<file path="config.mk">
export PLATFORM = sky130hd
export DESIGN_NAME = aesc_front
export DESIGN_NICKNAME = d
export VERILOG_FILES = /design/src/aesc_pkg.sv /design/src/aesc_front.sv
export SDC_FILE = /design/constraint.sdc
export NUM_CORES = 1
export LEC_CHECK = 0
export ABC_AREA = 1
export BUFFER_PORTS_ARGS = -buffer_cell sky130_fd_sc_hd__buf_2
export CORE_ASPECT_RATIO = 2
export CORE_UTILIZATION = 28
export DETAILED_ROUTE_END_ITERATION = 8
export GPL_TIMING_DRIVEN = 0
export PLACE_DENSITY = 0.56
export SYNTH_ARGS = -nofsm -noshare
export SYNTH_HDL_FRONTEND = slang
export SYNTH_SLANG_ARGS = --single-unit
</file>
<file path="constraint.sdc">
create_clock -name clk -period 19.7 [get_ports clk]
set_input_delay 0.985 -clock clk [delete_from_list [all_inputs] [get_ports clk]]
set_output_delay 0.985 -clock clk [all_outputs]
set_load 0.02 [all_outputs]
</file>
<file path="src/aesc_pkg.sv">
// Shared types, constants and AES round functions for the CTR byte cipher.
// Used by the top level, core, queue and front end; depends on nothing else.
package aesc_pkg;

  localparam int BLK_W   = 128;
  localparam int BYTE_W  = 8;
  localparam int POS_W   = 4;
  localparam int RND_W   = 4;
  localparam int CFG_W   = 64;
  localparam int IDX_W   = 2;
  localparam logic [RND_W-1:0] LAST_RND = 4'd10;

  typedef enum logic [IDX_W-1:0] {
    REG_KEY_HIGH = 2'd0,
    REG_KEY_LOW  = 2'd1,
    REG_NONCE    = 2'd2,
    REG_NONE     = 2'd3
  } cfg_reg_t;

  // head of the keystream queue as the front end sees it
  typedef struct packed {
    logic             valid;
    logic [BLK_W-1:0] blk;
  } ks_head_t;

  localparam logic [7:0] SBOX [256] = '{
    8'h63,8'h7c,8'h77,8'h7b,8'hf2,8'h6b,8'h6f,8'hc5,8'h30,8'h01,8'h67,8'h2b,8'hfe,8'hd7,8'hab,8'h76,
    8'hca,8'h82,8'hc9,8'h7d,8'hfa,8'h59,8'h47,8'hf0,8'had,8'hd4,8'ha2,8'haf,8'h9c,8'ha4,8'h72,8'hc0,
    8'hb7,8'hfd,8'h93,8'h26,8'h36,8'h3f,8'hf7,8'hcc,8'h34,8'ha5,8'he5,8'hf1,8'h71,8'hd8,8'h31,8'h15,
    8'h04,8'hc7,8'h23,8'hc3,8'h18,8'h96,8'h05,8'h9a,8'h07,8'h12,8'h80,8'he2,8'heb,8'h27,8'hb2,8'h75,
    8'h09,8'h83,8'h2c,8'h1a,8'h1b,8'h6e,8'h5a,8'ha0,8'h52,8'h3b,8'hd6,8'hb3,8'h29,8'he3,8'h2f,8'h84,
    8'h53,8'hd1,8'h00,8'hed,8'h20,8'hfc,8'hb1,8'h5b,8'h6a,8'hcb,8'hbe,8'h39,8'h4a,8'h4c,8'h58,8'hcf,
    8'hd0,8'hef,8'haa,8'hfb,8'h43,8'h4d,8'h33,8'h85,8'h45,8'hf9,8'h02,8'h7f,8'h50,8'h3c,8'h9f,8'ha8,
    8'h51,8'ha3,8'h40,8'h8f,8'h92,8'h9d,8'h38,8'hf5,8'hbc,8'hb6,8'hda,8'h21,8'h10,8'hff,8'hf3,8'hd2,
    8'hcd,8'h0c,8'h13,8'hec,8'h5f,8'h97,8'h44,8'h17,8'hc4,8'ha7,8'h7e,8'h3d,8'h64,8'h5d,8'h19,8'h73,
    8'h60,8'h81,8'h4f,8'hdc,8'h22,8'h2a,8'h90,8'h88,8'h46,8'hee,8'hb8,8'h14,8'hde,8'h5e,8'h0b,8'hdb,
    8'he0,8'h32,8'h3a,8'h0a,8'h49,8'h06,8'h24,8'h5c,8'hc2,8'hd3,8'hac,8'h62,8'h91,8'h95,8'he4,8'h79,
    8'he7,8'hc8,8'h37,8'h6d,8'h8d,8'hd5,8'h4e,8'ha9,8'h6c,8'h56,8'hf4,8'hea,8'h65,8'h7a,8'hae,8'h08,
    8'hba,8'h78,8'h25,8'h2e,8'h1c,8'ha6,8'hb4,8'hc6,8'he8,8'hdd,8'h74,8'h1f,8'h4b,8'hbd,8'h8b,8'h8a,
    8'h70,8'h3e,8'hb5,8'h66,8'h48,8'h03,8'hf6,8'h0e,8'h61,8'h35,8'h57,8'hb9,8'h86,8'hc1,8'h1d,8'h9e,
    8'he1,8'hf8,8'h98,8'h11,8'h69,8'hd9,8'h8e,8'h94,8'h9b,8'h1e,8'h87,8'he9,8'hce,8'h55,8'h28,8'hdf,
    8'h8c,8'ha1,8'h89,8'h0d,8'hbf,8'he6,8'h42,8'h68,8'h41,8'h99,8'h2d,8'h0f,8'hb0,8'h54,8'hbb,8'h16
  };

  function automatic logic [7:0] xtime(input logic [7:0] x);
    xtime = {x[6:0], 1'b0} ^ (x[7] ? 8'h1b : 8'h00);
  endfunction

  function automatic logic [7:0] rcon_of(input logic [RND_W-1:0] rnd);
    logic [7:0] rc;
    unique case (rnd)
      4'd1:    rc = 8'h01;
      4'd2:    rc = 8'h02;
      4'd3:    rc = 8'h04;
      4'd4:    rc = 8'h08;
      4'd5:    rc = 8'h10;
      4'd6:    rc = 8'h20;
      4'd7:    rc = 8'h40;
      4'd8:    rc = 8'h80;
      4'd9:    rc = 8'h1b;
      4'd10:   rc = 8'h36;
      default: rc = 8'h00;
    endcase
    return rc;
  endfunction

  // next round key from the previous one; byte 0 sits in bits [127:120]
  function automatic logic [BLK_W-1:0] key_next(input logic [BLK_W-1:0] rk,
                                                input logic [7:0] rc);
    logic [31:0] tmp, w0, w1, w2, w3;
    tmp = {SBOX[rk[23:16]] ^ rc, SBOX[rk[15:8]], SBOX[rk[7:0]], SBOX[rk[31:24]]};
    w0  = rk[127:96] ^ tmp;
    w1  = rk[95:64] ^ w0;
    w2  = rk[63:32] ^ w1;
    w3  = rk[31:0] ^ w2;
    return {w0, w1, w2, w3};
  endfunction

  // SubBytes, ShiftRows, MixColumns (skipped on the last round), AddRoundKey
  function automatic logic [BLK_W-1:0] aes_round(input logic [BLK_W-1:0] s,
                                                 input logic [BLK_W-1:0] rk,
                                                 input logic last);
    logic [7:0]       t [16];
    logic [7:0]       a0, a1, a2, a3, x;
    logic [BLK_W-1:0] r;
    for (int c = 0; c < 4; c++) begin
      for (int i = 0; i < 4; i++) begin
        t[c*4+i] = SBOX[s[127 - 8*((((c+i) % 4) * 4) + i) -: 8]];
      end
    end
    if (!last) begin
      for (int c = 0; c < 4; c++) begin
        a0 = t[c*4];
        a1 = t[c*4+1];
        a2 = t[c*4+2];
        a3 = t[c*4+3];
        x  = a0 ^ a1 ^ a2 ^ a3;
        t[c*4]   = a0 ^ x ^ xtime(a0 ^ a1);
        t[c*4+1] = a1 ^ x ^ xtime(a1 ^ a2);
        t[c*4+2] = a2 ^ x ^ xtime(a2 ^ a3);
        t[c*4+3] = a3 ^ x ^ xtime(a3 ^ a0);
      end
    end
    for (int i = 0; i < 16; i++) begin
      r[127 - 8*i -: 8] = t[i] ^ rk[127 - 8*i -: 8];
    end
    return r;
  endfunction

endpackage

</file>
<file path="src/aesc_front.sv">
// Front end: takes input words, picks the keystream byte and XORs it in,
// holds the result in an output register. Depends on aesc_pkg.
module aesc_front (
  input  logic                        clk,
  input  logic                        rst_n,
  input  logic                        restart,
  input  logic                        in_valid,
  output logic                        in_stall,
  input  logic [aesc_pkg::BYTE_W-1:0] in_data_byte,
  output logic                        out_valid,
  input  logic                        out_stall,
  output logic [aesc_pkg::BYTE_W-1:0] out_byte,
  input  aesc_pkg::ks_head_t          head,
  output logic                        pop
);

  logic [aesc_pkg::POS_W-1:0]  pos_r, pos_nxt;
  logic [aesc_pkg::BLK_W-1:0]  cur_r, cur_nxt;
  logic                        ov_r, ov_nxt;
  logic [aesc_pkg::BYTE_W-1:0] ob_r, ob_nxt;
  logic [6:0]                  lsb;
  logic [aesc_pkg::BYTE_W-1:0] ks_byte;
  logic                        room, have_ks, acc;

  assign lsb     = 7'd120 - {pos_r, 3'b000};
  assign ks_byte = (pos_r == '0) ? head.blk[127:120] : cur_r[lsb +: 8];
  assign room    = !ov_r || !out_stall;
  assign have_ks = (pos_r != '0) || head.valid;
  assign acc     = in_valid && room && have_ks;
  assign in_stall = !(room && have_ks);
  assign pop     = acc && (pos_r == '0);

  always_comb begin
    pos_nxt = pos_r;
    cur_nxt = cur_r;
    ov_nxt  = ov_r;
    ob_nxt  = ob_r;
    if (ov_r && !out_stall) begin
      ov_nxt = 1'b0;
    end
    if (acc) begin
      ov_nxt  = 1'b1;
      ob_nxt  = in_data_byte ^ ks_byte;
      pos_nxt = pos_r + 4'd1;
      if (pos_r == '0) begin
        cur_nxt = head.blk;
      end
    end
    // fresh stream: next word opens a new block
    if (restart) begin
      pos_nxt = '0;
    end
  end

  always_ff @(posedge clk) begin
    if (!rst_n) begin
      pos_r <= '0;
      ov_r  <= 1'b0;
    end else begin
      pos_r <= pos_nxt;
      ov_r  <= ov_nxt;
    end
    cur_r <= cur_nxt;
    ob_r  <= ob_nxt;
  end

  assign out_valid = ov_r;
  assign out_byte  = ob_r;

endmodule

</file>
### Word level (Yosys, flattened, before mapping)

Cells that the tools add are included.

| storage, ports and cells | value |
|---|---|
| register bits after elaboration | 141 |
| latch bits | 0 |
| memory bits (writable) | 0 |
| bits in read-only memories | 0 |
| input port bits | 142 |
| output and inout port bits | 11 |
| word-level logic and storage cells | 27 |
| memories kept | 0 |

| operators by class | value |
|---|---|
| add/sub/neg operators | 2 |
| $mul | 0 |
| divide/modulo/power cells | 0 |
| magnitude comparators | 0 |
| equal/unequal tests | 0 |
| shift-type cells | 1 |
| multiplexer cells | 3 |
| bitwise logic cells | 2 |
| reductions and logical operators | 15 |

Operator list:

| kind | count |
|---|---|
| $shiftx 128x8->8 | 1 |
| $mux 8 | 1 |
| $xor 8x8->8 | 1 |
| $sub 7x7->7 const A | 1 |
| $logic_and 1x1->1 | 5 |
| $add 4x1->4 const B | 1 |
| $logic_not 4->1 | 1 |
| $reduce_bool 4->1 | 1 |
| $logic_not 1->1 | 3 |
| $logic_or 1x1->1 | 2 |
| $mux 1 | 2 |
| $reduce_and 2->1 | 1 |
| $reduce_bool 2->1 | 1 |
| $reduce_or 2->1 | 1 |
| $not 1->1 | 1 |

### Depth between registers and ports, before layout

| depth | value |
|---|---|
| word-level depth | 5 |
| mapped depth | 11 |
| mapped depth without buffers | 10 |

### Worst setup path before layout

Ideal clock, no wire load.

| timing path | value |
|---|---|
| path kind | input to output |
| start | input out_stall |
| end | output pop |
| arrival time | 6.873 ns |
| required time | 18.715 ns |
| setup slack | 11.842 ns |
| stages | 4 |
| buffers on the path | 0 |
| path through | nand2_1 and2_1 nand2_2 nor2_1 |

| between the ends | value |
|---|---|
| longest elaborated chain between the ends | 5 |

RTL lines:

| item | RTL line | RTL |
|---|---|---|
| start, declared | aesc_front.sv:11 | `input logic out_stall,` |
| $logic_not 1->1 | aesc_front.sv:27 | `assign room = !ov_r \|\| !out_stall;` |
| $logic_or 1x1->1 | aesc_front.sv:27 |  |
| $logic_and 1x1->1 (2 in series) | aesc_front.sv:29 | `assign acc = in_valid && room && have_ks;` |
| $logic_and 1x1->1 | aesc_front.sv:31 | `assign pop = acc && (pos_r == '0);` |
| end, declared | aesc_front.sv:14 | `output logic pop` |

Every way passes these cells.

### Worst setup path in the final report

| timing path | value |
|---|---|
| start | register pos_r[1] in the netlist's numbering |
| end | output pop |

| between the ends | value |
|---|---|
| longest elaborated chain between the ends | 4 |
| elaborated cells between the ends (all ways) | 5 |
| classes of those cells | 5 x reduce/logical |

RTL lines:

| item | RTL line | RTL |
|---|---|---|
| start, declared | aesc_front.sv:17 | `logic [aesc_pkg::POS_W-1:0] pos_r, pos_nxt;` |
| start signal, assigned | aesc_front.sv:60 | `pos_r <= pos_nxt;` |
| $reduce_bool 4->1 | aesc_front.sv:28 | `assign have_ks = (pos_r != '0) \|\| head.valid;` |
| $logic_or 1x1->1 | aesc_front.sv:28 |  |
| $logic_and 1x1->1 | aesc_front.sv:29 |  |
| $logic_and 1x1->1 (*) | aesc_front.sv:31 |  |

Every way passes the cells marked *; elsewhere a longest branch is shown, timed or not.

==> results.toml <==
[clock_network]
tritoncts = "done"
cts_hold_repair.buffers = 0
post-cts-setup-buffers = 0
cts.root.buffer_cell = "clkbuf_16"
number_of_gates_resized_after_cts = 0
cts-root-to-sink-buffers = 2
worst_setup_hold_path_clk_slew_ps = 60
total_cts_buffers = 17
insertion_delay_ps = 420
ctsHtreeMaxLevel = 4
numClockSinks = 141

[finish]
stdcell_count = 1071
layout.cells.most_common_list = "nand2_1 (208), buf_2 (164), edfxtp_1 (136), inv_1 (100), nand3_1 (88)"
layout.cells.most_common = "nand2_1"
fin_nets = 928
layout_stage_area_growth_over_the_synthesis_result_pct = 28.95
final_layout_size_suffix_gt1_share_pct = 27.85

[floorplan]
design.die.area_um2 = 22890
dieWidth_um = 107.5
core-area_um2 = 21680
die_h_um = 213.0
i_o_pin_total = 153
std_cell_rows = 76
initial_utilization_pct = 28.75

[routing]
drt_iter0_markers = 190
detailed_route_via_count = 4603
route.final.wire_length_um = 17710
wire_per_inst_um = 16.54
drcViolationCount = 0
antenna_violating_nets_post_route = 0
vias_per_cell = 4.298
length_of_the_first_detailed_routing_pass_in_iterations = 6

[worst_setup_path]
critical_path.max_fanout = 26
crit_path_max_incr_delay_ps = 680
crit_path_cell_trace = "buf_2, inv_2, buf_2, ha_1, nand2_1, nor2_1, inv_1, nor2_4, buf_12, buf_12, buf_16, buf_2"
worst_path_most_repeated_cell = "buf_2"
setup.worst_path.class = "reg -> out"
r2r_start = "pos_r[1]"
startpoint_type = "flop"
crit_required_ps = 18720
worst_path_dominant_cell_family = "buffers and inverters"
cp_buf_inv_count = 8
cp_slowest_cell = "nor2_4"
cp.arrival_ps = 3690
timing.critical_path.to_type = "primary output"
cp_startpoint = "pos_r[1]"

[logic_synthesis]
netlist_top_cells_area = "edfxtp_1 (66%), nand2_1 (13%), nand3_1 (7.1%), inv_1 (6.0%), dfxtp_1 (1.6%)"
mappedNetlistNets = 753
synth_area_leader_cell = "edfxtp_1"
synthesis.area_per_instance_um2 = 10.23
synthesis.yosys.warnings = 0
postSynthCellCount = 609
yosys_register_bits = 141
synth.yosys.seq_area_share_pct = 67.14
yosysUniqueCellTypes = 25
synthDominantCellAreaShare_pct = 65.53
synth_area_um2 = 6232

[sta]
rsz_0062_raised_after_global_routing = "no"
period_needed_ps = 4674
count_of_final_setup_violators = 0
hold_violations = 0
slew_viol_final = 0
maxSlewHeadroom_pct = 48.11
clock.fmax_mhz = 213.9
layout_worst_path_cycle_share_pct = 23.73
fin_worst_skew_ps = 11.97
worst_pin_slew_ps = 776.5
final_critical_path_setup_slack_ps = 15030
finalSetupTns_ps = 0

[global_route]
grt.overflow.total = 0
grt_pass1_wl_um = 25520
grt_start_max_net_pins = 36
vias_in_the_first_global_route = 4503
number_of_antenna_violations_at_the_first_check_in_global_routing = 3
groute.usage.overall_pct = 16.28

[power]
pleak_nw = 3.679
power_density_over_cell_area_nw_per_um2 = 93.21
peakVddDrop_uv = 63.19

[min_path]
hold_path.class = "reg -> reg"
min-delay-start = "out_valid"

[placement]
place_hpwl_um = 13520
port-buffer-count = 152
globalplace.congestion = 0.7602
dp_worst_setup_slack_ps = 15400
placed_cells_incl_taps = 1038

[job]
max-cap-violations = 0

[outcome]
run_status = "finished clean"
==> worst min-delay path: cells and delay by family, from the launching register on <==
family / cells / cell delay [ps]
compound gates: 1 / 60
flops: 1 / 310
simple gates: 1 / 80
==> cells by family after synthesis <==
group / share of synthesized area [%]
AND/OR/NAND/NOR: 22.91
buffers and inverters: 8.974
flip-flops: 67.14
XOR/XNOR: 0.1406
AO/OA/AOI/OAI: 0.4416
adder cells (fa/ha/maj): 0.4015
==> routing by layer <==
layer	part of all wire (%)	GRT usage, %
met5	0.12	0
met2	58	31.43
met1	33	14.81
met3	3.8	3.419
met4	5.0	10.68
==> worst paths after layout <==
path / slack (ps) / end / depth (start not counted)
max: 15030 / pop / 12
min: 490 / out_valid / 2
max reg2reg: 16320 / cur_r[51] / 11
min reg2reg: 490 / out_valid / 2
==> where the power goes <==
part	internal, mW	switching [mW]
combinational	0.0273	0.0423
sequential	0.351	0.00397
clock	0.203	0.122
total	0.581	0.168
==> layout make-up <==
cell class / instances / area (µm²)
antenna: 1 / 2.502
buffer: 25 / 168.9
clock buffer: 23 / 498.0
clock inverter: 9 / 106.4
fill: 2225 / 13640
inverter: 104 / 390.4
multi-input combinational: 339 / 1496
sequential: 141 / 4184
tap: 273 / 341.6
timing repair buffer: 156 / 848.3
==> stage by stage <==
step           hold WS (ps)  utilization [%]  power, mW  cell area, µm²
4_1_cts               497.7            37.06     0.7590            8034
2_1_floorplan         565.4                -     0.4004            6232
3_3_place_gp          477.8            33.83     0.4330            7335
3_5_place_dp          490.7            34.27     0.4324            7430
5_1_grt               555.0            37.07     0.7775            8036
6_report              493.0            37.07     0.7491            8036
==> state kept, by name, indices dropped and copies added, names as in the netlist <==
signal / count
out_valid: 1
cur_r: 128
out_byte: 8
pos_r: 4
==> synth_stat cells <==
cell type and number:
buf_2 12, nand2_1 208, a21oi_1 3, buf_6 3, buf_4 10, edfxtp_1 136
inv_1 100, xor2_1 1, nor3b_1 1, nor3_1 1, nor2_1 5, ha_1 2
or2_1 12, a211oi_1 1, dfxtp_1 5, nor2_2 1, clkinv_1 1, or2_2 4
or2_0 1, and2_1 1, nand3_1 88, o21ai_0 1, nand2_2 1, inv_2 3
nand4_1 8
Power figures use the tool's default switching activity.
