## src/aesc_pkg.sv

```systemverilog
// Shared types, constants and AES round functions for the CTR byte cipher.
// Used by the top level, core, queue and front end; depends on nothing else.
package aesc_pkg;

  localparam int BLK_W   = 128;
  localparam int BYTE_W  = 8;
  localparam int POS_W   = 4;
  localparam int RND_W   = 4;
  localparam int CFG_W   = 64;
  localparam int IDX_W   = 2;
  localparam logic [RND_W-1:0] LAST_RND = 4'd10;

  typedef enum logic [IDX_W-1:0] {
    REG_KEY_HIGH = 2'd0,
    REG_KEY_LOW  = 2'd1,
    REG_NONCE    = 2'd2,
    REG_NONE     = 2'd3
  } cfg_reg_t;

  // head of the keystream queue as the front end sees it
  typedef struct packed {
    logic             valid;
    logic [BLK_W-1:0] blk;
  } ks_head_t;

  localparam logic [7:0] SBOX [256] = '{
    8'h63,8'h7c,8'h77,8'h7b,8'hf2,8'h6b,8'h6f,8'hc5,8'h30,8'h01,8'h67,8'h2b,8'hfe,8'hd7,8'hab,8'h76,
    8'hca,8'h82,8'hc9,8'h7d,8'hfa,8'h59,8'h47,8'hf0,8'had,8'hd4,8'ha2,8'haf,8'h9c,8'ha4,8'h72,8'hc0,
    8'hb7,8'hfd,8'h93,8'h26,8'h36,8'h3f,8'hf7,8'hcc,8'h34,8'ha5,8'he5,8'hf1,8'h71,8'hd8,8'h31,8'h15,
    8'h04,8'hc7,8'h23,8'hc3,8'h18,8'h96,8'h05,8'h9a,8'h07,8'h12,8'h80,8'he2,8'heb,8'h27,8'hb2,8'h75,
    8'h09,8'h83,8'h2c,8'h1a,8'h1b,8'h6e,8'h5a,8'ha0,8'h52,8'h3b,8'hd6,8'hb3,8'h29,8'he3,8'h2f,8'h84,
    8'h53,8'hd1,8'h00,8'hed,8'h20,8'hfc,8'hb1,8'h5b,8'h6a,8'hcb,8'hbe,8'h39,8'h4a,8'h4c,8'h58,8'hcf,
    8'hd0,8'hef,8'haa,8'hfb,8'h43,8'h4d,8'h33,8'h85,8'h45,8'hf9,8'h02,8'h7f,8'h50,8'h3c,8'h9f,8'ha8,
    8'h51,8'ha3,8'h40,8'h8f,8'h92,8'h9d,8'h38,8'hf5,8'hbc,8'hb6,8'hda,8'h21,8'h10,8'hff,8'hf3,8'hd2,
    8'hcd,8'h0c,8'h13,8'hec,8'h5f,8'h97,8'h44,8'h17,8'hc4,8'ha7,8'h7e,8'h3d,8'h64,8'h5d,8'h19,8'h73,
    8'h60,8'h81,8'h4f,8'hdc,8'h22,8'h2a,8'h90,8'h88,8'h46,8'hee,8'hb8,8'h14,8'hde,8'h5e,8'h0b,8'hdb,
    8'he0,8'h32,8'h3a,8'h0a,8'h49,8'h06,8'h24,8'h5c,8'hc2,8'hd3,8'hac,8'h62,8'h91,8'h95,8'he4,8'h79,
    8'he7,8'hc8,8'h37,8'h6d,8'h8d,8'hd5,8'h4e,8'ha9,8'h6c,8'h56,8'hf4,8'hea,8'h65,8'h7a,8'hae,8'h08,
    8'hba,8'h78,8'h25,8'h2e,8'h1c,8'ha6,8'hb4,8'hc6,8'he8,8'hdd,8'h74,8'h1f,8'h4b,8'hbd,8'h8b,8'h8a,
    8'h70,8'h3e,8'hb5,8'h66,8'h48,8'h03,8'hf6,8'h0e,8'h61,8'h35,8'h57,8'hb9,8'h86,8'hc1,8'h1d,8'h9e,
    8'he1,8'hf8,8'h98,8'h11,8'h69,8'hd9,8'h8e,8'h94,8'h9b,8'h1e,8'h87,8'he9,8'hce,8'h55,8'h28,8'hdf,
    8'h8c,8'ha1,8'h89,8'h0d,8'hbf,8'he6,8'h42,8'h68,8'h41,8'h99,8'h2d,8'h0f,8'hb0,8'h54,8'hbb,8'h16
  };

  function automatic logic [7:0] xtime(input logic [7:0] x);
    xtime = {x[6:0], 1'b0} ^ (x[7] ? 8'h1b : 8'h00);
  endfunction

  function automatic logic [7:0] rcon_of(input logic [RND_W-1:0] rnd);
    logic [7:0] rc;
    unique case (rnd)
      4'd1:    rc = 8'h01;
      4'd2:    rc = 8'h02;
      4'd3:    rc = 8'h04;
      4'd4:    rc = 8'h08;
      4'd5:    rc = 8'h10;
      4'd6:    rc = 8'h20;
      4'd7:    rc = 8'h40;
      4'd8:    rc = 8'h80;
      4'd9:    rc = 8'h1b;
      4'd10:   rc = 8'h36;
      default: rc = 8'h00;
    endcase
    return rc;
  endfunction

  // next round key from the previous one; byte 0 sits in bits [127:120]
  function automatic logic [BLK_W-1:0] key_next(input logic [BLK_W-1:0] rk,
                                                input logic [7:0] rc);
    logic [31:0] tmp, w0, w1, w2, w3;
    tmp = {SBOX[rk[23:16]] ^ rc, SBOX[rk[15:8]], SBOX[rk[7:0]], SBOX[rk[31:24]]};
    w0  = rk[127:96] ^ tmp;
    w1  = rk[95:64] ^ w0;
    w2  = rk[63:32] ^ w1;
    w3  = rk[31:0] ^ w2;
    return {w0, w1, w2, w3};
  endfunction

  // SubBytes, ShiftRows, MixColumns (skipped on the last round), AddRoundKey
  function automatic logic [BLK_W-1:0] aes_round(input logic [BLK_W-1:0] s,
                                                 input logic [BLK_W-1:0] rk,
                                                 input logic last);
    logic [7:0]       t [16];
    logic [7:0]       a0, a1, a2, a3, x;
    logic [BLK_W-1:0] r;
    for (int c = 0; c < 4; c++) begin
      for (int i = 0; i < 4; i++) begin
        t[c*4+i] = SBOX[s[127 - 8*((((c+i) % 4) * 4) + i) -: 8]];
      end
    end
    if (!last) begin
      for (int c = 0; c < 4; c++) begin
        a0 = t[c*4];
        a1 = t[c*4+1];
        a2 = t[c*4+2];
        a3 = t[c*4+3];
        x  = a0 ^ a1 ^ a2 ^ a3;
        t[c*4]   = a0 ^ x ^ xtime(a0 ^ a1);
        t[c*4+1] = a1 ^ x ^ xtime(a1 ^ a2);
        t[c*4+2] = a2 ^ x ^ xtime(a2 ^ a3);
        t[c*4+3] = a3 ^ x ^ xtime(a3 ^ a0);
      end
    end
    for (int i = 0; i < 16; i++) begin
      r[127 - 8*i -: 8] = t[i] ^ rk[127 - 8*i -: 8];
    end
    return r;
  endfunction

endpackage

```

## src/aesc_ksq.sv

```systemverilog
// Two-entry queue of keystream blocks between the AES core and the front end.
// Depends on aesc_pkg.
module aesc_ksq (
  input  logic                       clk,
  input  logic                       rst_n,
  input  logic                       flush,
  input  logic                       push,
  input  logic [aesc_pkg::BLK_W-1:0] push_blk,
  input  logic                       pop,
  output logic [1:0]                 count,
  output aesc_pkg::ks_head_t         head
);

  logic [1:0]                 cnt_r, cnt_nxt;
  logic [aesc_pkg::BLK_W-1:0] e0_r, e0_nxt, e1_r, e1_nxt;

  always_comb begin
    cnt_nxt = cnt_r;
    e0_nxt  = e0_r;
    e1_nxt  = e1_r;
    if (flush) begin
      cnt_nxt = 2'd0;
    end else begin
      if (pop) begin
        e0_nxt  = e1_r;
        cnt_nxt = cnt_nxt - 2'd1;
      end
      if (push) begin
        // land behind whatever remains after the pop
        if (cnt_nxt == 2'd0) begin
          e0_nxt = push_blk;
        end else begin
          e1_nxt = push_blk;
        end
        cnt_nxt = cnt_nxt + 2'd1;
      end
    end
  end

  always_ff @(posedge clk) begin
    if (!rst_n) begin
      cnt_r <= 2'd0;
    end else begin
      cnt_r <= cnt_nxt;
    end
    e0_r <= e0_nxt;
    e1_r <= e1_nxt;
  end

  assign count      = cnt_r;
  assign head.valid = cnt_r != 2'd0;
  assign head.blk   = e0_r;

endmodule

```

## config.mk

```make
export PLATFORM = sky130hd
export DESIGN_NAME = aesc_ksq
export DESIGN_NICKNAME = d
export VERILOG_FILES = /design/src/aesc_pkg.sv /design/src/aesc_ksq.sv
export SDC_FILE = /design/constraint.sdc
export NUM_CORES = 1
export LEC_CHECK = 0
export BUFFER_PORTS_ARGS = -buffer_cell sky130_fd_sc_hd__buf_2
export CAP_MARGIN = 25
export CORE_ASPECT_RATIO = 1.2
export CORE_MARGIN = 8
export CORE_UTILIZATION = 35
export DETAILED_ROUTE_END_ITERATION = 16
export PLACE_DENSITY = 0.63
export SLEW_MARGIN = 20
export SYNTH_ARGS = -nofsm -noshare
export SYNTH_HDL_FRONTEND = slang
export SYNTH_SLANG_ARGS = --single-unit
```

## constraint.sdc

```tcl
create_clock -name clk -period 17.5 [get_ports clk]
set_input_delay 1.75 -clock clk [delete_from_list [all_inputs] [get_ports clk]]
set_output_delay 1.75 -clock clk [all_outputs]
set_load 0.1 [all_outputs]
```

# ---- Yosys cells after proc, flatten, opt, wreduce, memory -nomap -nowiden
# Index checks and enable logic that the tools add are counted.
dict set report word_totals {
  reg_bits 258
  in_bits 133
  output_inout_bits 131
  elab_cells 18
}
dict set report op_classes {
  n_addsub 2
  mux 6
  n_bitwise 3
  reduce_logical 4
}
# cell n
set op_table {}
lappend op_table {{128-bit two-way mux} 3}
lappend op_table {{2-bit two-way mux} 3}
lappend op_table {{1-bit inverter} 3}
lappend op_table {{3-bit AND reduction} 1}
lappend op_table {{2-bit by 1-bit adder with 2-bit output (second input constant)} 1}
lappend op_table {{2-bit logical NOT} 1}
lappend op_table {{2-bit nonzero test} 1}
lappend op_table {{2-bit OR reduction} 1}
lappend op_table {{2-bit by 1-bit subtractor with 2-bit output (second input constant)} 1}

# ---- Depth between registers and ports, before layout
# Gate-level depths: netlist (run 1).
dict set report depth {
  depth_word 6
  ltp_mapped 9
  ltp_nobuf 7
}

# ---- Worst setup path after synthesis (run 1)
# No wires, ideal clock.
dict set report synth_timing {
  kind {in2reg}
  start {input port pop}
  end {register e1_r[0] (netlist name), enable pin}
  setup_time_ns 0.799
  arrival_time_ns 12.190
  required_time_ns 16.701
  setup_slack_ns 4.512
  cell_stages 7
  path_buffers 3
  cell_sequence {buf_4 > buf_4 > and2_1 > or2_1 > ha_1 > clkbuf_1 > nor3b_1}
}
dict set report synth_between {
  elab_chain_cells 5
}
# item line_no
set synth_rtl {}
lappend synth_rtl {{from (decl)} aesc_ksq.sv:9} ;# input logic pop,
lappend synth_rtl {{2-bit two-way mux} aesc_ksq.sv:24} ;# if (pop) begin
lappend synth_rtl {{2-bit two-way mux} aesc_ksq.sv:21} ;# if (flush) begin
lappend synth_rtl {{2-bit logical NOT} aesc_ksq.sv:30} ;# if (cnt_nxt == 2'd0) begin
lappend synth_rtl {{1-bit inverter (no line)} --}
lappend synth_rtl {{3-bit AND reduction (no line)} --}
lappend synth_rtl {{to (signal assigned)} aesc_ksq.sv:47} ;# e1_r <= e1_nxt;
lappend synth_rtl {{to (decl)} aesc_ksq.sv:15} ;# logic [aesc_pkg::BLK_W-1:0] e0_r, e0_nxt, e1_r, e1_nxt;
# No other way between the ends. The select of a mux whose other input is x is not followed.
# A chain may end at the register's enable or synchronous reset.

# ---- Worst setup path in the final report (run 1)
dict set report layout_timing {
  start {input port pop}
  end {register e0_r[16] (netlist name), data pin}
}
dict set report layout_between {
  elab_chain_cells 5
  word_cells_on_any_way 6
  cone_classes {mux (5); reduce/logical (1)}
}
# item line_no
set layout_rtl {}
lappend layout_rtl {{2-bit two-way mux} aesc_ksq.sv:24}
lappend layout_rtl {{2-bit two-way mux} aesc_ksq.sv:21}
lappend layout_rtl {{2-bit logical NOT} aesc_ksq.sv:30}
lappend layout_rtl {{128-bit two-way mux} aesc_ksq.sv:30}
lappend layout_rtl {{128-bit two-way mux (*)} aesc_ksq.sv:28} ;# if (push) begin
lappend layout_rtl {{to (signal assigned)} aesc_ksq.sv:46} ;# e0_r <= e0_nxt;
lappend layout_rtl {{to (decl)} aesc_ksq.sv:15}
# Every way passes the cells marked *; elsewhere a longest branch is shown, timed or not. The select of a mux whose other input is x is not followed.

==> metrics.yaml, run 1 <==
yosys:
  async_reset_ff_share_pct: 0
  syn_area_per_cell_um2: 15.08
  synth.top_cell.area_share_pct: 71.09
  syn_area_um2: 10810
  synth_edf_count: 256
  synth_cell_types: 23
  seq_area_frac_synth_pct: 71.46
  synthesis.nets: 852
  ys_seq_elements: 258
  yosysTopAreaCell: "edfxtp_1"
  yosys_warnings: 0
  synthFlopType: "edfxtp_1"
  syn-instance-count: 717
  synth_area_leaders: "edfxtp_1 (71%), mux2i_1 (12%), nand3_1 (5.9%)"
sta:
  setup_viol: 0
  tightest_slew_ns: 1.017
  relSlewSlack_pct: 32.23
  period_needed_ns: 4.661
  fin_skew_ns: 0.01242
  final.setup.tns_ns: 0
  hold_viol: 0
  rsz0062_at_grt: "false"
  fmax_ghz: 0.2146
  slew_violations: 0
  timing.final.crit_share_pct: 26.63
worst_setup_path:
  cp.buffers_inverters: 2
  cp-start-kind: "input port"
  setup.worst_path.end_class: "register"
  cp.required_ns: 17.75
  worst-setup-path-type: "input port to register"
  cp_max_fo: 65
  slowest_stage: "and2_4"
  timing.critical_path.cells: "clkbuf_8 > and2_1 > or2_1 > ha_4 > and2_4 > buf_4 > o21ai_1"
  cpLargestDelayFamily: "simple AND/OR/NAND/NOR gates"
  slowest_delay_ns: 0.79
  cp.arrival_ns: 4.91
detailed_routing:
  wl_um: 27280
  drt_first_iter_violations: 485
  drcViolationCount: 0
  wire_per_inst_um: 19.92
  num_vias: 6902
  via_per_inst: 5.042
  drt-pass1-iter-count: 5
  drtAntennaViolNets: 0
floorplan:
  initial_core_util_pct: 35.48
  dieWidth_um: 176.5
  die_area_um2: 36800
  die_h_um: 208.6
  rows: 70
  coreArea_um2: 30480
  io_pins: 264
grt:
  overflow: 0
  grt_antenna_before_repair: 4
  grt_pass1_wl_um: 42070
  grt_max_degree: 81
  grt_pass1_vias: 7278
  grt_usage_pct: 14.21
finish:
  nets: 1093
  fin_area_um2: 13070
  antenna_cells: 0
  fin_cells: 1369
  drive_gt1_share_pct: 31.55
  syn_to_final_growth_pct: 20.88
  utilization_pct: 42.89
cts:
  cts_tree: "yes"
  clock_latency_ns: 0.53
  cts_setup_buffers: 0
  max-clock-path-buffers: 3
  clk_pin_slew_worst_paths_ns: 0.06
  h-tree-depth: 1
  cts_resized: 0
  cts.sinks: 258
  cts_root_buf: "clkbuf_16"
  cts-buffers-inserted: 26
  ctsHoldBuffers: 0
pwr:
  ir_worst_vdd_v: 0.00007791
  p_leak_nw: 5.023
  p_total_mw: 1.624
  power_density_nw_per_um2: 124.2
placement:
  port_buffers: 263
  place_inst: 1326
  post-dp-hpwl_um: 16750
  placed_area_um2: 12330
  gp_congestion: 0.7331
run_status:
  status: "completed"
hold_path:
  min_path_type: "register to register"
flow_run:
  maxCapViolations: 0
[cells in the final DEF, fill, tap and decap left out]
cell       synthesis  final
and2_1             1      1
and2_4             1      1
buf_2             28    261
buf_4              2      9
clkbuf_1          11      5
clkbuf_16          0     27
clkbuf_8           0      1
clkinv_1           0      9
clkinv_2           0      2
dfxtp_1            2      2
edfxtp_1         256    256
ha_1               2      1
ha_4               0      1
inv_1              4      3
inv_6              0      1
mux2i_1          129    129
nand3_1          128    128
nand3b_1           1      1
nand4b_1           1      1
nor2_1             1      1
nor3b_2            0      1
o21ai_1          128    128
o31ai_2            1      1
or2_1              1      1
or3b_4             1      1
xnor2_2            1      1
[area by class of cell]
class | instances | area, µm²
timing repair buffer | 271 | 1388
inverter | 4 | 20.02
clock buffer | 32 | 694.4
multi-input combinational | 397 | 2704
clock inverter | 11 | 43.79
sequential | 258 | 7727
fill | 2870 | 17410
tap | 396 | 495.5
[flip-flops by register name (all words and copies together) (netlist names)]
name	flops
count	2
e0_r	128
e1_r	128
[power breakdown]
group	switching, mW	total, mW	internal, mW
clock	0.219	0.496	0.277
combinational	0.303	0.367	0.0643
sequential	0.0204	0.760	0.740
total	0.543	1.62	1.08
[final timing paths]
path | startpoint | end | depth (start not counted) | slack [ns]
worst min register to register | e1_r[108] | e0_r[108] | 2 | 0.59
worst max-delay path | pop | e0_r[16] | 7 | 12.84
worst min-delay path | e1_r[108] | e0_r[108] | 2 | 0.59
worst max register to register | count[0] | e0_r[16] | 8 | 13.75
[synthesized netlist by cell type, types with 2 or more instances]
| cell | count |
|---|---|
| clkbuf_4 | 3 |
| buf_4 | 2 |
| ha_1 | 2 |
| buf_2 | 28 |
| edfxtp_1 | 256 |
| dfxtp_1 | 2 |
| inv_1 | 4 |
| mux2i_1 | 129 |
| clkbuf_1 | 11 |
| o21ai_1 | 128 |
| buf_6 | 13 |
| nand3_1 | 128 |
[stage by stage]
stage	setup WS, ns	hold slack, ns
detailed placement	12.21	0.5883
CTS	12.80	0.5951
floorplan	4.512	0.5652
finish	12.84	0.5929
global route	12.60	0.6208
global placement	12.25	0.5698
[worst register-to-register path, stage by stage (launching register included)]
cell and delay (ns):
dfxtp_1 0.40, inv_1 0.06, ha_1 0.28, and2_1 0.15, or2_1 0.15, ha_4 0.65
and2_4 0.80, buf_4 0.75, o21ai_1 0.23
[routing by layer]
layer / share of wire (%) / up-vias / GRT usage, %
met1: 42 / 3342 / 18.12
met5: 0.15 / - / 0
met3: 8.7 / 42 / 4.438
met2: 47 / 255 / 23.05
met4: 1.9 / 8 / 3.628
li1: - / 3255 / -
[cell families (layout without fill, tap and decap cells)]
| kind of cell | Yosys count | after routing | share of synthesized area, % |
|---|---|---|---|
| buf+inv | 62 | 318 | 3.702 |
| xor+xnor | 1 | 1 | 0.1505 |
| fa+ha+maj | 2 | 2 | 0.2314 |
| mux | 129 | 129 | 11.94 |
| flops | 258 | 258 | 71.46 |
| simple gates | 136 | 136 | 6.479 |
| compound gates | 129 | 129 | 6.040 |
No activity file was read; power rests on OpenSTA's default activity.
==> run 2, diff against run 1 <==
clock period = 4.4 ns   (was 17.5 ns; I/O delays follow)
==> run 2 against run 1 <==
Design area grew 0.98%. Worst hold slack worse by 0.49 ns. Critical path depth rose by 1. Clock skew fell by 0.0052 ns. Combinational power grew to 4.0 times the previous value. Sequential share of layout area fell by 0.51 points. Setup slack worse by 11 ns. Clock power rose to 4.2 times the previous value. Critical path type is now register to register.
==> metrics.yaml, run 2 (synthesis results as in run 1) <==
sta:
  timing.final.crit_share_pct: 66.74
  hold_viol: 0
  setup_viol: 0
  fin_skew_ns: 0.007253
  rsz0062_at_grt: "false"
  relSlewSlack_pct: 36.95
  slew_violations: 0
  fmax_ghz: 0.3405
  tightest_slew_ns: 0.9457
  period_needed_ns: 2.937
grt:
  grt_pass1_wl_um: 42050
  overflow: 0
  grt_pass1_vias: 7185
  grt_usage_pct: 14.23
  grt_max_degree: 98
  grt_antenna_before_repair: 3
run_status:
  status: "completed"
flow_run:
  maxCapViolations: 0
finish:
  nets: 1097
  multi_input_area_um2: 2713
  fin_cells: 1377
  final_common_cell: "buf_2"
  utilization_pct: 43.31
  fillerInstances: 2825
  fin_area_um2: 13200
  antenna_cells: 0
  syn_to_final_growth_pct: 22.06
  seqCellArea_um2: 7735
  drive_gt1_share_pct: 32.52
  final_cell_mix: "buf_2 (261), edfxtp_1 (256), mux2i_1 (129)"
cts:
  h-tree-depth: 1
  clock_latency_ns: 0.53
  ctsHoldBuffers: 0
  cts.sinks: 258
  cts_setup_buffers: 0
  cts_resized: 0
  cts-buffers-inserted: 27
  max-clock-path-buffers: 3
  cts_root_buf: "clkbuf_16"
  clk_pin_slew_worst_paths_ns: 0.06
  cts_tree: "yes"
pwr:
  swShare_pct: 33.32
  p_total_mw: 6.584
  comb_power_share_pct: 22.4
  power.switching_mw: 2.194
  p_leak_nw: 5.068
  ir_worst_vdd_v: 0.0002614
  p_int_mw: 4.390
  clock_power_share_pct: 31.8
  power_density_nw_per_um2: 498.8
  power_frac_seq_pct: 45.8
floorplan:
  io_pins: 264
  rows: 70
  dieWidth_um: 176.5
  initial_core_util_pct: 35.48
  die_h_um: 208.6
  die_area_um2: 36800
  coreArea_um2: 30480
detailed_routing:
  drt_first_iter_violations: 530
  via_per_inst: 5.068
  drcViolationCount: 0
  num_vias: 6979
  drtAntennaViolNets: 0
  drt-pass1-iter-count: 4
  wire_per_inst_um: 20.14
  wl_um: 27730
hold_path:
  hold_depth: 1
  min-delay-start: "push_blk[46]"
  min_path_type: "input port to register"
worst_setup_path:
  crit_path_start: "count[0]"
  setup.worst_path.end_class: "register"
  cp.required_ns: 4.66
  worst-setup-path-type: "register to register"
  cp-start-kind: "register"
  r2r_start: "count[0]"
  r2r_cells: 8
  cp.arrival_ns: 3.20
  cp_max_fo: 59
placement:
  gp_congestion: 0.7317
  port_buffers: 263
  place_inst: 1329
  placed_area_um2: 12410
  post-dp-hpwl_um: 17110
[run 2: area by class of cell]
cell class	instances	area share (%)
clock buffers	38	5.431
inverters	4	0.1517
repair buffers	274	10.95
well taps	396	3.754
clock inverters	10	0.5687
flip-flops and latches	258	58.60
multi-input cells	397	20.55
[run 2: final timing paths]
kind | endpoint | slack (ns)
max | e0_r[26] | 1.46
min | e1_r[46] | 0.10
max reg2reg | e0_r[26] | 1.46
min reg2reg | e0_r[6] | 0.59
[run 2: stage by stage]
step	setup TNS [ns]	hold slack, ns	setup slack (ns)
finish	0	0.1048	1.463
floorplan	-108.61	0.5389	-0.8485
global route	0	0.07862	1.238
CTS	0	0.07373	1.427
detailed placement	0	0.5829	1.059
global placement	0	0.5700	1.084
[run 2: power groups by stage]
stage	Sequential, mW	Combinational, mW	Clock (mW)
after floorplan	3.90	0.355	0
after global placement	3.06	1.48	0
after detailed placement	3.07	1.49	0
after CTS	3.02	1.49	2.15
after global routing	3.04	1.54	2.24
final	3.02	1.48	2.09
[run 2: metal layers]
layer / part of all wire (%) / GRT usage [%] / up-vias
met5: 0.15 / 0 / -
met4: 1.8 / 3.599 / 6
met3: 7.8 / 3.587 / 39
met2: 49 / 23.51 / 257
met1: 42 / 18.34 / 3405
li1: - / - / 3272
[run 2: critical path, cell delays in order (launching register included)]
cell and delay (ns):
dfxtp_4 0.36, inv_2 0.03, ha_1 0.27, and2_4 0.14
or2_1 0.14, ha_4 0.64, and2_4 0.59, buf_12 0.30
o21ai_1 0.12
==> run 3, diff against run 2 <==
clock period = 3.1 ns   (was 4.4 ns; I/O delays follow)
==> run 3 against run 2 <==
Die area unchanged. Maximum frequency up 24%. Combinational power up 51%. Global-route usage up 0.89 points. Highest routed layer unchanged. Largest power group unchanged. Design area up 10%.
==> metrics.yaml, run 3 (synthesis results as in run 1) <==
floorplan:
  dieWidth_um: 176.5
  rows: 70
  initial_core_util_pct: 35.48
  die_h_um: 208.6
  die_area_um2: 36800
  io_pins: 264
  coreArea_um2: 30480
cts:
  cts_root_buf: "clkbuf_16"
  cts.sinks: 258
  cts_setup_buffers: 0
  clk_pin_slew_worst_paths_ns: 0.06
  h-tree-depth: 1
  cts_tree: "yes"
  clock_latency_ns: 0.53
  cts-buffers-inserted: 27
  max-clock-path-buffers: 3
sta:
  fin_skew_ns: 0.009298
  slew_violations: 0
  setup_viol: 0
  fmax_ghz: 0.4221
  period_needed_ns: 2.369
  hold_slack_ns: 0.07143
  relSlewSlack_pct: 46.91
  tightest_slew_ns: 0.7963
  hold_viol: 0
  final.setup.tns_ns: 0
  rsz0062_at_grt: "false"
  timing.final.crit_share_pct: 76.43
detailed_routing:
  drtAntennaViolNets: 0
  drcViolationCount: 0
  drt-pass1-iter-count: 5
  wl_um: 29140
  num_vias: 7473
  drt_first_iter_violations: 505
  wire_per_inst_um: 19.29
  via_per_inst: 4.946
grt:
  grt_pass1_wl_um: 44660
  grt_max_degree: 96
  grt_antenna_before_repair: 3
  grt_usage_pct: 15.11
  overflow: 0
  grt_pass1_vias: 7811
worst_setup_path:
  cp-start-kind: "register"
  slowest_stage: "buf_4"
  cp_max_fo: 42
  cpLargestDelayFamily: "simple AND/OR/NAND/NOR gates"
  r2r_start: "count[0]"
  setup.worst_path.end_class: "register"
  cp.required_ns: 3.36
  cp.arrival_ns: 2.63
  cp.buffers_inverters: 2
  r2r_cells: 8
  endpoint: "e0_r[113]"
  reg2reg_slack_ns: 0.73
  cp_num_cells: 8
  crit_path_start: "count[0]"
  reg2reg_to: "e0_r[113]"
  worst-setup-path-type: "register to register"
  cpMostUsedCell: "and2_4"
  timing.critical_path.cells: "inv_2 > ha_1 > and2_4 > or2_1 > ha_4 > and2_4 > buf_4 > o21ai_1"
  slowest_delay_ns: 0.48
pwr:
  p_leak_nw: 5.651
  power_density_nw_per_um2: 658.6
  ir_worst_vdd_v: 0.0004627
hold_path:
  min_path_type: "input port to register"
finish:
  final_common_cell: "buf_2"
  nets: 1228
  final_cell_mix: "buf_2 (261), edfxtp_1 (256), mux2i_1 (129)"
  fin_area_um2: 14570
  drive_gt1_share_pct: 29.29
  syn_to_final_growth_pct: 34.73
placement:
  gp_congestion: 0.7438
  placed_area_um2: 12460
  port_buffers: 263
  post-dp-hpwl_um: 17500
run_status:
  status: "completed"
flow_run:
  maxCapViolations: 0
-- run 3: changes by cell type in the layout (fill, tap and decap cells not counted), moves of 2 or more --
cell           previous run  this run
buf_12                    3         5
clkinv_2                  3         6
diode_2                   0         2
dlygate4sd3_1             0       128
clkbuf_1                 11         7
-- run 3: timing repair --
item,in CTS,in global routing
hold endpoints to repair,128,0
resized for setup,0,0
hold buffers,128,0
-- run 3: layer usage --
layer  global-route usage [%]  wire, µm  up-vias
li1                         -         -     3524
met1                    19.84     12070     3614
met2                    24.24     14050      295
met3                    3.841      2391       38
met4                    4.499       619        2
met5                        0        10        -
-- run 3: worst reg2reg max path, stage by stage, from the launching register on --
cell and delay [ns]:
dfxtp_4 0.37, inv_2 0.03, ha_1 0.26, and2_4 0.14, or2_1 0.14, ha_4 0.19
and2_4 0.30, buf_4 0.48, o21ai_1 0.19
-- run 3: layout make-up --
type | count | area (µm²)
Antenna cell | 2 | 5.005
Multi-Input combinational cell | 397 | 2713
Tap cell | 396 | 495.5
Sequential cell | 258 | 7735
Fill cell | 2735 | 15910
Inverter | 4 | 18.77
Timing Repair Buffer | 405 | 2776
Clock buffer | 34 | 701.9
Clock inverter | 15 | 125.1
-- run 3: worst min path at each step --
stage	from	to	slack, ns	depth (start not counted)
final	rst_n	count[0]	0.07	3
after global routing	rst_n	count[0]	0.06	3
after CTS	rst_n	count[0]	0.03	3
after detailed placement	push_blk[30]	e1_r[30]	0.50	1
after global placement	push_blk[23]	e1_r[23]	0.50	1
after floorplan	push_blk[0]	e1_r[0]	0.41	0
-- run 3: power breakdown --
group          switching, mW  total (mW)  internal [mW]
clock                   1.31        3.08           1.76
combinational           1.75        2.24          0.485
sequential             0.111        4.28           4.17
total                   3.18        9.60           6.42
-- run 3: through the flow --
stage	setup WS (ns)	utilization [%]	std cells	power [mW]
floorplan	-2.149	-	717	6.040
global placement	0.7969	40.87	1332	6.449
detailed placement	0.7171	40.87	1332	6.479
CTS	0.7029	47.79	1509	9.711
global route	0.6142	47.80	1511	9.951
finish	0.7307	47.80	1511	9.596
